--- config.mk ---
export PLATFORM = sky130hd
export DESIGN_NAME = smm_isqrt
export DESIGN_NICKNAME = d
export VERILOG_FILES = /design/src/hw/rtl/smm_pkg.sv /design/src/hw/rtl/smm_isqrt.sv
export SDC_FILE = /design/constraint.sdc
export NUM_CORES = 1
export LEC_CHECK = 0
export BUFFER_PORTS_ARGS = -buffer_cell sky130_fd_sc_hd__buf_2
export CAP_MARGIN = 20
export CORE_MARGIN = 2
export CORE_UTILIZATION = 52
export DETAILED_ROUTE_END_ITERATION = 8
export GPL_TIMING_DRIVEN = 1
export PLACE_DENSITY = 0.75
export SYNTH_ARGS = -nofsm -noshare
export SYNTH_HDL_FRONTEND = slang
export SYNTH_SLANG_ARGS = --single-unit
--- constraint.sdc ---
create_clock -name clk -period 2.5 [get_ports clk]
set_clock_uncertainty 0.2 [all_clocks]
set_input_delay 0.625 -clock clk [delete_from_list [all_inputs] [get_ports clk]]
set_output_delay 0.625 -clock clk [all_outputs]
set_load 0.05 [all_outputs]
--- src/hw/rtl/smm_pkg.sv ---
package smm_pkg;

  localparam int SAMPLE_BITS = 24;

  localparam int CFG_IDX_BITS  = 3;
  localparam int CFG_DATA_BITS = 14;

  localparam logic [CFG_IDX_BITS-1:0] CFG_MERGE_AMOUNT   = 3'd0;
  localparam logic [CFG_IDX_BITS-1:0] CFG_MERGE_EQ_POWER = 3'd1;
  localparam logic [CFG_IDX_BITS-1:0] CFG_PAN_POSITION   = 3'd2;
  localparam logic [CFG_IDX_BITS-1:0] CFG_PAN_BALANCE    = 3'd3;
  localparam logic [CFG_IDX_BITS-1:0] CFG_MONO_INPUT     = 3'd4;

  localparam int MERGE_BITS = 13;
  localparam int PAN_BITS   = 14;

  localparam logic [MERGE_BITS-1:0]      FULL_MERGE = 13'd4096;
  localparam logic signed [PAN_BITS-1:0] PAN_LIMIT  = 14'sd4096;

  // merge gains are unsigned q1.14, pan gains are non-negative but carried signed
  localparam int GAIN_BITS     = 15;
  localparam int PAN_GAIN_BITS = 17;
  localparam int PAN_CALC_BITS = 18;
  localparam logic [GAIN_BITS-1:0]            ONE_Q14      = 15'd16384;
  localparam logic signed [PAN_CALC_BITS-1:0] ONE_Q14_PAN  = 18'sd16384;

  // digit-by-digit square root, one root bit per cycle
  localparam int RAD_BITS      = 30;
  localparam int ROOT_BITS     = 15;
  localparam int REM_BITS      = 18;
  localparam int SQRT_CNT_BITS = 4;
  localparam logic [SQRT_CNT_BITS-1:0] SQRT_LAST = 4'd14;

  localparam int FRAC_BITS = 28;

  typedef struct packed {
    logic signed [SAMPLE_BITS-1:0] left_in;
    logic signed [SAMPLE_BITS-1:0] right_in;
    logic                          block_end;
  } in_item_t;

  typedef struct packed {
    logic signed [SAMPLE_BITS-1:0] left_out;
    logic signed [SAMPLE_BITS-1:0] right_out;
    logic                          block_end_out;
  } out_item_t;

endpackage

--- src/hw/rtl/smm_isqrt.sv ---
module smm_isqrt (
  input  logic                           clk,
  input  logic                           rst_n,
  input  logic                           start,
  input  logic [smm_pkg::RAD_BITS-1:0]   radicand,
  output logic [smm_pkg::ROOT_BITS-1:0]  root,
  output logic                           done
);
  import smm_pkg::*;

  logic                     busy_r;
  logic                     done_r;
  logic [SQRT_CNT_BITS-1:0] cnt_r;
  logic [RAD_BITS-1:0]      x_r;
  logic [REM_BITS-1:0]      rem_r;
  logic [ROOT_BITS-1:0]     root_r;

  logic [REM_BITS-1:0]      rem_sh;
  logic [REM_BITS-1:0]      trial;
  logic                     fits;
  logic [REM_BITS-1:0]      rem_nxt;
  logic [ROOT_BITS-1:0]     root_nxt;

  always_comb begin
    rem_sh   = {rem_r[REM_BITS-3:0], x_r[RAD_BITS-1 -: 2]};
    trial    = {1'b0, root_r, 2'b01};
    fits     = (rem_sh >= trial);
    rem_nxt  = fits ? (rem_sh - trial) : rem_sh;
    root_nxt = {root_r[ROOT_BITS-2:0], fits};
  end

  always_ff @(posedge clk) begin
    if (!rst_n) begin
      busy_r <= 1'b0;
      done_r <= 1'b0;
      cnt_r  <= '0;
    end else begin
      done_r <= 1'b0;
      if (start) begin
        busy_r <= 1'b1;
        cnt_r  <= '0;
      end else if (busy_r) begin
        if (cnt_r == SQRT_LAST) begin
          busy_r <= 1'b0;
          done_r <= 1'b1;
        end
        cnt_r <= cnt_r + 1'b1;
      end
    end
  end

  always_ff @(posedge clk) begin
    if (start) begin
      x_r    <= radicand;
      rem_r  <= '0;
      root_r <= '0;
    end else if (busy_r) begin
      x_r    <= {x_r[RAD_BITS-3:0], 2'b00};
      rem_r  <= rem_nxt;
      root_r <= root_nxt;
    end
  end

  assign root = root_r;
  assign done = done_r;

endmodule
==> impl_metrics.env, run 1 <==
export IMPL_outcome="finished with violations"
export IMPL_violations="negative setup slack"
export IMPL_synth_top_area_frac=0.243
export IMPL_drv_cap=0
export IMPL_hp_class="flip-flop to flip-flop"
export IMPL_clock_sink_count=67
export IMPL_post_dp_cell_area_mm2=0.00447
export IMPL_max_freq_mhz=399
export IMPL_max_slew_worst_pin_slew_ns=0.480
export IMPL_synthMuxAreaShare=0.139
export IMPL_die_w_um=88.4
export IMPL_crit_fanout=6
export IMPL_cts_root_buf="clkbuf_8"
export IMPL_synth_area_mm2=0.00370
export IMPL_setup_ws_ns=-0.00666
export IMPL_synth_area_per_cell_um2=10.2
export IMPL_die_height_um=88.4
export IMPL_antenna_left=0
export IMPL_synth_top_cell_by_area="edfxtp_1"
export IMPL_synth_main_ff_cell="dfxtp_1"
export IMPL_vias_per_cell=5.60
export IMPL_hold_ws_ns=0.295
export IMPL_crit_path_cell_trace="inv_4 -> ha_4 -> and4_4 -> and3_4 -> a21bo_1 -> a31o_4 -> buf_6 -> a2111o_1 -> a311oi_2"
export IMPL_rows=30
export IMPL_antenna_found_initial=0
export IMPL_start_util=0.542
export IMPL_synth_edf_count=30
export IMPL_ys_ff_latch=67
export IMPL_timing_final_crit_share=1.00
export IMPL_clockBufferDepth=2
export IMPL_yosys_area_share_xor_xnor=0.0237
export IMPL_finalCriticalPeriod_ns=2.51
export IMPL_synth_compound_area_share=0.156
export IMPL_wl_per_cell_um=16.2
export IMPL_synth_simple_gate_area_frac=0.129
export IMPL_numCtsBuffers=9
export IMPL_grt_max_degree=34
export IMPL_p_sw_frac=0.327
export IMPL_fin_area_mm2=0.00495
export IMPL_start_kind="flip-flop"
export IMPL_drt_iter0_markers=158
export IMPL_power_leakage_nw=2.03
export IMPL_synth_cell_types=57
export IMPL_setup_viol=2
export IMPL_pwr_share_comb=0.412
export IMPL_diodes=0
export IMPL_p_clk_frac=0.253
export IMPL_syn_num_nets=415
export IMPL_pwr_share_seq=0.335
export IMPL_synth_cells=363
export IMPL_arrival_ns=2.57
export IMPL_tns_ns=-0.0109
export IMPL_grt_ovfl_total=0
export IMPL_first_pass_iters=4
export IMPL_netlist_top_cells_area="edfxtp_1 24%, dfxtp_1 20%, mux2_2 8.5%, ha_1 6.4%, mux2i_1 5.4%"
export IMPL_io_pins=49
export IMPL_synth_top_family_by_area="compound AO/OA/AOI/OAI gates"
export IMPL_async_flop_share=0
export IMPL_hold_viol_final=0
export IMPL_clkTransAtPathRegs_ns=0.08
export IMPL_tritoncts="done"
export IMPL_port_buffers=48
export IMPL_p_int_w=0.00264
export IMPL_yosysSeqAreaShare=0.444
export IMPL_grt_pass1_wl_um=14100
export IMPL_cts_htree_levels=3
export IMPL_critPathCaptureType="flip-flop"
export IMPL_place_ws_ns=-0.0251
export IMPL_ir_drop_mv=0.607
export IMPL_slew_violations=0
export IMPL_dieArea_mm2=0.00781
export IMPL_cp_slowest_stage_delay_ns=0.37
export IMPL_worst_setup_path_type="flip-flop to flip-flop"
export IMPL_track_usage=0.235
export IMPL_rsz0062_at_grt="yes"
export IMPL_place_congestion=0.916
export IMPL_clk_latency_ns=0.34
export IMPL_cpMaxStageDelayCell="dfxtp_4"
export IMPL_relSlewSlack=0.680
export IMPL_hpwlAfterDp_um=6080
export IMPL_routed_wl_um=9050
export IMPL_power_density_mw_per_mm2=793
export IMPL_switching_power_w=0.00128
export IMPL_vias=3136
export IMPL_cp_required_ns=2.56
export IMPL_yosys_warnings=0
export IMPL_drive_gt1_frac=0.429
export IMPL_nets=511
export IMPL_synthAdderAreaFrac=0.0642
export IMPL_grt_pass1_vias=3004
export IMPL_syn_to_final_growth_pct=33.8
export IMPL_drc_errors=0
export IMPL_core_area_mm2=0.00683
==> per-stage QoR <==
step           std cells  total power [W]  utilization
6_report             560          0.00393        0.725
3_5_place_dp         537          0.00262        0.654
2_1_floorplan        363          0.00219            -
5_1_grt              560          0.00410        0.725
3_3_place_gp         537          0.00260        0.654
4_1_cts              555          0.00369        0.699
==> power groups by stage <==
stage                     Sequential, W  Clock (W)  Combinational (W)
after floorplan                 0.00132          0           0.000873
after global placement          0.00132          0            0.00127
after detailed placement        0.00133          0            0.00129
after CTS                       0.00131    0.00101            0.00137
after global routing            0.00132    0.00104            0.00173
final                           0.00131   0.000994            0.00162
==> layout make-up <==
cell class | count | area, um2
Sequential cell | 67 | 1690
Timing Repair Buffer | 103 | 727
Fill cell | 496 | 1880
Clock inverter | 6 | 87.6
Inverter | 19 | 73.8
Clock buffer | 10 | 128
Multi-Input combinational cell | 259 | 2130
Tap cell | 96 | 120
==> routing by layer <==
layer	part of all wire	GRT usage
met5	0	0
met4	0.020	0.0950
met1	0.44	0.309
met2	0.49	0.381
met3	0.049	0.0466
==> Yosys cell counts, types with 8 or more instances <==
cell       n
mux2_2    28
mux2i_1   20
a21oi_1   15
nor2_1    45
ha_1      19
inv_1     19
a211oi_1  10
edfxtp_1  30
o21ai_0    8
dfxtp_1   37
clkbuf_1  10
nand2_1   22
==> sequential cells by signal (all words and copies together), names as in the netlist <==
name,flops
x_r,30
busy_r,1
done,1
cnt_r,4
root,15
rem_r,16
==> final timing paths <==
kind / startpoint / slack [ns] / cells after the start / endpoint
setup reg to reg: root[7] / -0.007 / 9 / rem_r[11]
hold reg to reg: cnt_r[3] / 0.29 / 2 / done
setup / recovery: root[7] / -0.007 / 9 / rem_r[11]
hold / removal: cnt_r[3] / 0.29 / 2 / done
==> critical path: cells and delay by family, from the launching register on <==
kind,cells,cell delay [ns]
simple gates,2,0.42
compound gates,4,0.99
flops,1,0.37
buf+inv,2,0.17
fa+ha+maj,1,0.26
==> placed cells by master (no fill, tap or decap), drive strengths merged, types with 11 or more instances in the layout <==
cell	count
a21oi	15
buf	102
clkbuf	11
dfxtp	37
edfxtp	30
ha	19
inv	20
mux2	28
mux2i	20
nand2	22
nor2	45
==> cell families after synthesis <==
group	after synthesis
adders and majority gates	19
AOI/OAI and AO/OA	80
and+or+nand+nor	102
xor gates and xnor gates	10
muxes	48
buffers and inverters	37
DFF	67
==> repair_timing <==
action | in CTS | in global routing
resized for setup | 10 | 26
setup buffers | 2 | 3
pin swaps | 5 | 11
setup endpoints to repair | 4 | 13
gates cloned | 0 | 2
hold buffers | 0 | 0
Power figures use the tool's default switching activity.
==> inputs of run 2 (changes only) <==
--- a/config.mk
+++ b/config.mk
@@ -8,10 +8,10 @@
 export BUFFER_PORTS_ARGS = -buffer_cell sky130_fd_sc_hd__buf_2
 export CAP_MARGIN = 20
 export CORE_MARGIN = 2
-export CORE_UTILIZATION = 52
+export CORE_UTILIZATION = 58
 export DETAILED_ROUTE_END_ITERATION = 8
 export GPL_TIMING_DRIVEN = 1
-export PLACE_DENSITY = 0.75
+export PLACE_DENSITY = 0.79
 export SYNTH_ARGS = -nofsm -noshare
 export SYNTH_HDL_FRONTEND = slang
 export SYNTH_SLANG_ARGS = --single-unit
==> constraint.sdc (replaced) <==
create_clock -name clk -period 2.8 [get_ports clk]
set_clock_uncertainty 0.2 [all_clocks]
set_input_delay 0.7 -clock clk [delete_from_list [all_inputs] [get_ports clk]]
set_output_delay 0.7 -clock clk [all_outputs]
set_load 0.05 [all_outputs]
==> impl_metrics.env, run 2 (same netlist as run 1, synthesis figures left out) <==
export IMPL_tritoncts="done"
export IMPL_relSlewSlack=0.680
export IMPL_max_freq_mhz=380
export IMPL_start_util=0.590
export IMPL_ir_drop_mv=0.586
export IMPL_hp_class="flip-flop to flip-flop"
export IMPL_max_slew_worst_pin_slew_ns=0.479
export IMPL_r2r_slack_ns=0.17
export IMPL_setup_viol=0
export IMPL_rsz0062_at_grt="no"
export IMPL_antenna_left=0
export IMPL_min_path_cells=2
export IMPL_grt_pass1_wl_um=13000
export IMPL_hold_ws_ns=0.293
export IMPL_grt_pass1_vias=2776
export IMPL_slew_violations=0
export IMPL_power_leakage_nw=1.81
export IMPL_die_height_um=83.9
export IMPL_tns_ns=0
export IMPL_vias_per_cell=5.71
export IMPL_grt_max_degree=51
export IMPL_hold_end="rem_r[15]"
export IMPL_routed_wl_um=7730
export IMPL_r2r_end="rem_r[11]"
export IMPL_start_kind="flip-flop"
export IMPL_nets=481
export IMPL_cts_root_buf="clkbuf_8"
export IMPL_port_buffers=48
export IMPL_holdBufCountCts=0
export IMPL_crit_fanout=6
export IMPL_arrival_ns=2.67
export IMPL_largest_reg_flops=30
export IMPL_hold_viol_final=0
export IMPL_track_usage=0.229
export IMPL_multi_input_area_mm2=0.00190
export IMPL_final_cell_mix="48 x buf_2, 45 x nor2_1, 30 x edfxtp_1, 29 x dfxtp_1, 28 x mux2_2"
export IMPL_vias=2918
export IMPL_post_dp_cell_area_mm2=0.00416
export IMPL_finalCriticalPeriod_ns=2.63
export IMPL_layout_commonest_cell="buf_2"
export IMPL_clk_latency_ns=0.33
export IMPL_seq_area_mm2=0.00165
export IMPL_drt_iter0_markers=166
export IMPL_clockBufferDepth=2
export IMPL_timing_final_crit_share=0.939
export IMPL_diodes=0
export IMPL_numCtsBuffers=9
export IMPL_nFillCells=492
export IMPL_rows=29
export IMPL_drv_cap=0
export IMPL_clkTransAtPathRegs_ns=0.07
export IMPL_r2r_start="root[6]"
export IMPL_outcome="complete, no violations"
export IMPL_hpwlAfterDp_um=5580
export IMPL_place_congestion=0.880
export IMPL_worst_setup_path_type="flip-flop to flip-flop"
export IMPL_die_w_um=83.9
export IMPL_grt_ovfl_total=0
export IMPL_min_delay_start="rem_r[15]"
export IMPL_antenna_found_initial=0
export IMPL_drive_gt1_frac=0.302
export IMPL_fin_area_mm2=0.00435
export IMPL_core_area_mm2=0.00628
export IMPL_r2r_worst_path_cells=9
export IMPL_clock_sink_count=67
export IMPL_dieArea_mm2=0.00704
export IMPL_postCtsResizedCells=0
export IMPL_wl_per_cell_um=15.1
export IMPL_cts_htree_levels=3
export IMPL_power_density_mw_per_mm2=691
export IMPL_critPathLaunch="root[6]"
export IMPL_io_pins=49
export IMPL_regMostFlops="x_r"
export IMPL_first_pass_iters=4
export IMPL_critPathCaptureType="flip-flop"
export IMPL_post_cts_buffers=0
export IMPL_syn_to_final_growth_pct=17.5
export IMPL_drc_errors=0
export IMPL_cp_required_ns=2.84
run 2: cell count changes in the layout (fill, tap and decap cells not counted), sizes merged:
cell and delta:
bufinv -1, buf -29, clkbuf -1, clkinvlp +1
run 2: power by group:
group | internal, W | switching (W) | leakage (nW)
registers | 0.00112 | 0.0000540 | 0.609
logic | 0.000485 | 0.000558 | 1.11
clock network | 0.000413 | 0.000378 | 0.0966
total | 0.00202 | 0.000990 | 1.81
run 2: worst max-delay path by stage:
stage,to,cells past startpoint
global placement,rem_r[5],9
global route,rem_r[11],9
floorplan,rem_r[12],10
CTS,rem_r[11],9
finish,rem_r[11],9
detailed placement,rem_r[11],9
run 2: stage by stage:
| stage | setup WS [ns] | cells | power, W | utilization |
|---|---|---|---|---|
| 2_1_floorplan | 0.00753 | 363 | 0.00194 | - |
| 3_3_place_gp | 0.265 | 495 | 0.00220 | 0.662 |
| 3_5_place_dp | 0.190 | 495 | 0.00222 | 0.662 |
| 4_1_cts | 0.159 | 511 | 0.00301 | 0.693 |
| 5_1_grt | 0.00406 | 511 | 0.00318 | 0.693 |
| 6_report | 0.171 | 511 | 0.00301 | 0.693 |
run 2: cell type report:
type / count / share of cell area
multi-input combinational: 259 / 0.436
sequential: 67 / 0.380
timing repair buffer: 73 / 0.101
clock buffer: 10 / 0.0293
tap: 77 / 0.0222
inverter: 19 / 0.0164
clock inverter: 6 / 0.0150
run 2: routing by layer:
layer / share of wire / track usage / routed length (um)
met4: 0.012 / 0.0792 / 90
met2: 0.48 / 0.362 / 3690
met3: 0.044 / 0.0465 / 341
met1: 0.47 / 0.316 / 3610
met5: 0 / 0 / 0
run 2: critical path: stages, from the launching register on:
cell and delay (ns):
dfxtp_2 0.35, inv_1 0.05, ha_1 0.29, and4_1 0.24, and3_1 0.22, a21bo_1 0.24, a31o_1 0.26, buf_4 0.17
a2111o_1 0.29, a311oi_2 0.23
==> inputs of run 3 (changes only) <==
--- a/config.mk
+++ b/config.mk
@@ -8,10 +8,10 @@
 export BUFFER_PORTS_ARGS = -buffer_cell sky130_fd_sc_hd__buf_2
 export CAP_MARGIN = 20
 export CORE_MARGIN = 2
-export CORE_UTILIZATION = 58
+export CORE_UTILIZATION = 62
 export DETAILED_ROUTE_END_ITERATION = 8
 export GPL_TIMING_DRIVEN = 1
-export PLACE_DENSITY = 0.79
+export PLACE_DENSITY = 0.84
 export SYNTH_ARGS = -nofsm -noshare
 export SYNTH_HDL_FRONTEND = slang
 export SYNTH_SLANG_ARGS = --single-unit
==> constraint.sdc (replaced) <==
create_clock -name clk -period 3.3 [get_ports clk]
set_clock_uncertainty 0.2 [all_clocks]
set_input_delay 0.825 -clock clk [delete_from_list [all_inputs] [get_ports clk]]
set_output_delay 0.825 -clock clk [all_outputs]
set_load 0.05 [all_outputs]
==> impl_metrics.env, run 3 (same netlist as run 1, synthesis figures left out) <==
export IMPL_power_w=0.00261
export IMPL_io_pins=49
export IMPL_r2r_worst_path_cells=8
export IMPL_regMostFlops="x_r"
export IMPL_vias=2880
export IMPL_layout_commonest_cell="buf_2"
export IMPL_hp_class="flip-flop to flip-flop"
export IMPL_dpl_cell_count=475
export IMPL_wl_per_cell_um=15.8
export IMPL_port_buffers=48
export IMPL_layoutNonFillerInstCount=491
export IMPL_power_leakage_nw=1.73
export IMPL_finalCriticalPeriod_ns=3.00
export IMPL_die_height_um=81.3
export IMPL_r2r_end="rem_r[1]"
export IMPL_drv_cap=0
export IMPL_tritoncts="done"
export IMPL_grt_pass1_wl_um=12600
export IMPL_grt_pass1_vias=2665
export IMPL_ir_drop_mv=0.385
export IMPL_tns_ns=0
export IMPL_holdBufCountCts=0
export IMPL_arrival_ns=3.04
export IMPL_numCtsBuffers=9
export IMPL_antenna_left=0
export IMPL_grt_ovfl_total=0
export IMPL_diodes=0
export IMPL_start_util=0.633
export IMPL_critPathCaptureType="flip-flop"
export IMPL_core_area_mm2=0.00585
export IMPL_post_cts_buffers=0
export IMPL_place_congestion=0.916
export IMPL_rows=28
export IMPL_fin_util=0.721
export IMPL_rsz0062_at_grt="no"
export IMPL_power_density_mw_per_mm2=618
export IMPL_min_path_cells=2
export IMPL_largest_reg_flops=30
export IMPL_place_ws_ns=0.343
export IMPL_worst_setup_path_type="flip-flop to flip-flop"
export IMPL_max_freq_mhz=333
export IMPL_cp_required_ns=3.34
export IMPL_setup_ws_ns=0.296
export IMPL_die_w_um=81.3
export IMPL_track_usage=0.253
export IMPL_crit_fanout=18
export IMPL_clock_sink_count=67
export IMPL_drc_errors=0
export IMPL_routed_wl_um=7780
export IMPL_r2r_start="root[11]"
export IMPL_outcome="complete, no violations"
export IMPL_nets=463
export IMPL_clk_latency_ns=0.36
export IMPL_vias_per_cell=5.87
export IMPL_dieArea_mm2=0.00660
export IMPL_r2r_slack_ns=0.30
export IMPL_min_delay_start="rem_r[5]"
export IMPL_clockBufferDepth=2
export IMPL_relSlewSlack=0.524
export IMPL_cts_htree_levels=3
export IMPL_slew_violations=0
export IMPL_max_slew_worst_pin_slew_ns=0.715
export IMPL_hold_end="rem_r[7]"
export IMPL_final_cell_mix="48 x buf_2, 45 x nor2_1, 36 x dfxtp_1, 30 x edfxtp_1, 28 x mux2_2"
export IMPL_first_pass_iters=5
export IMPL_cts_root_buf="clkbuf_8"
export IMPL_timing_final_crit_share=0.910
export IMPL_grt_max_degree=36
export IMPL_antenna_found_initial=0
export IMPL_drive_gt1_frac=0.257
export IMPL_start_kind="flip-flop"
export IMPL_clkTransAtPathRegs_ns=0.07
export IMPL_drt_iter0_markers=184
export IMPL_setup_viol=0
export IMPL_hold_viol_final=0
export IMPL_hpwlAfterDp_um=5230
export IMPL_postCtsResizedCells=0
export IMPL_syn_to_final_growth_pct=14.0
[run 3: cell types whose count changed in the layout (fill, tap and decap cells not counted), sizes merged]
cell    change
buf        -18
bufinv      +1
clkbuf      -1
clkinv      -2
inv         +2
[run 3: worst max-delay path by stage]
stage             start   endpoint  slack [ns]  cells after the start
2_1_floorplan   root[7]  rem_r[11]        0.42                     10
3_3_place_gp    root[9]   rem_r[1]        0.39                      8
3_5_place_dp    root[9]   rem_r[1]        0.34                      8
4_1_cts        root[11]   rem_r[1]        0.33                      8
5_1_grt         root[9]   rem_r[4]        0.11                      8
6_report       root[11]   rem_r[1]        0.30                      8
[run 3: per-layer routing]
metal | vias to the layer above | wire length [um] | part of all wire | global-route usage
li1 | 1429 | - | - | -
met1 | 1351 | 3490 | 0.45 | 0.360
met2 | 90 | 3750 | 0.48 | 0.370
met3 | 10 | 416 | 0.053 | 0.0600
met4 | 0 | 116 | 0.015 | 0.105
met5 | - | 0 | 0 | 0
[run 3: through the flow]
step	area, um2	hold slack (ns)
2_1_floorplan	3700	0.263
3_3_place_gp	4000	0.276
3_5_place_dp	4000	0.287
4_1_cts	4220	0.299
5_1_grt	4220	0.313
6_report	4220	0.302
[run 3: power by group]
group	total [W]	leakage (nW)	internal (W)	switching [W]
clock network	0.000780	0.111	0.000432	0.000348
logic	0.000830	1.02	0.000360	0.000470
registers	0.000999	0.605	0.000949	0.0000503
[run 3: area by class of cell]
cell class                 count  area, um2
clock buffer                   9        124
clock inverter                 7       98.8
fill                         411       1630
inverter                      19       71.3
multi-input combinational    259       1900
sequential                    67       1640
tap                           75       93.8
timing repair buffer          55        293
[run 3: critical path, stage by stage, from the launching register on]
cell and delay (ns):
dfxtp_1 0.37, inv_1 0.06, ha_1 0.38, and2_4 0.22, a221o_1 0.34, a31oi_1 0.24
a31o_1 0.66, nor4_1 0.09, a311o_1 0.34
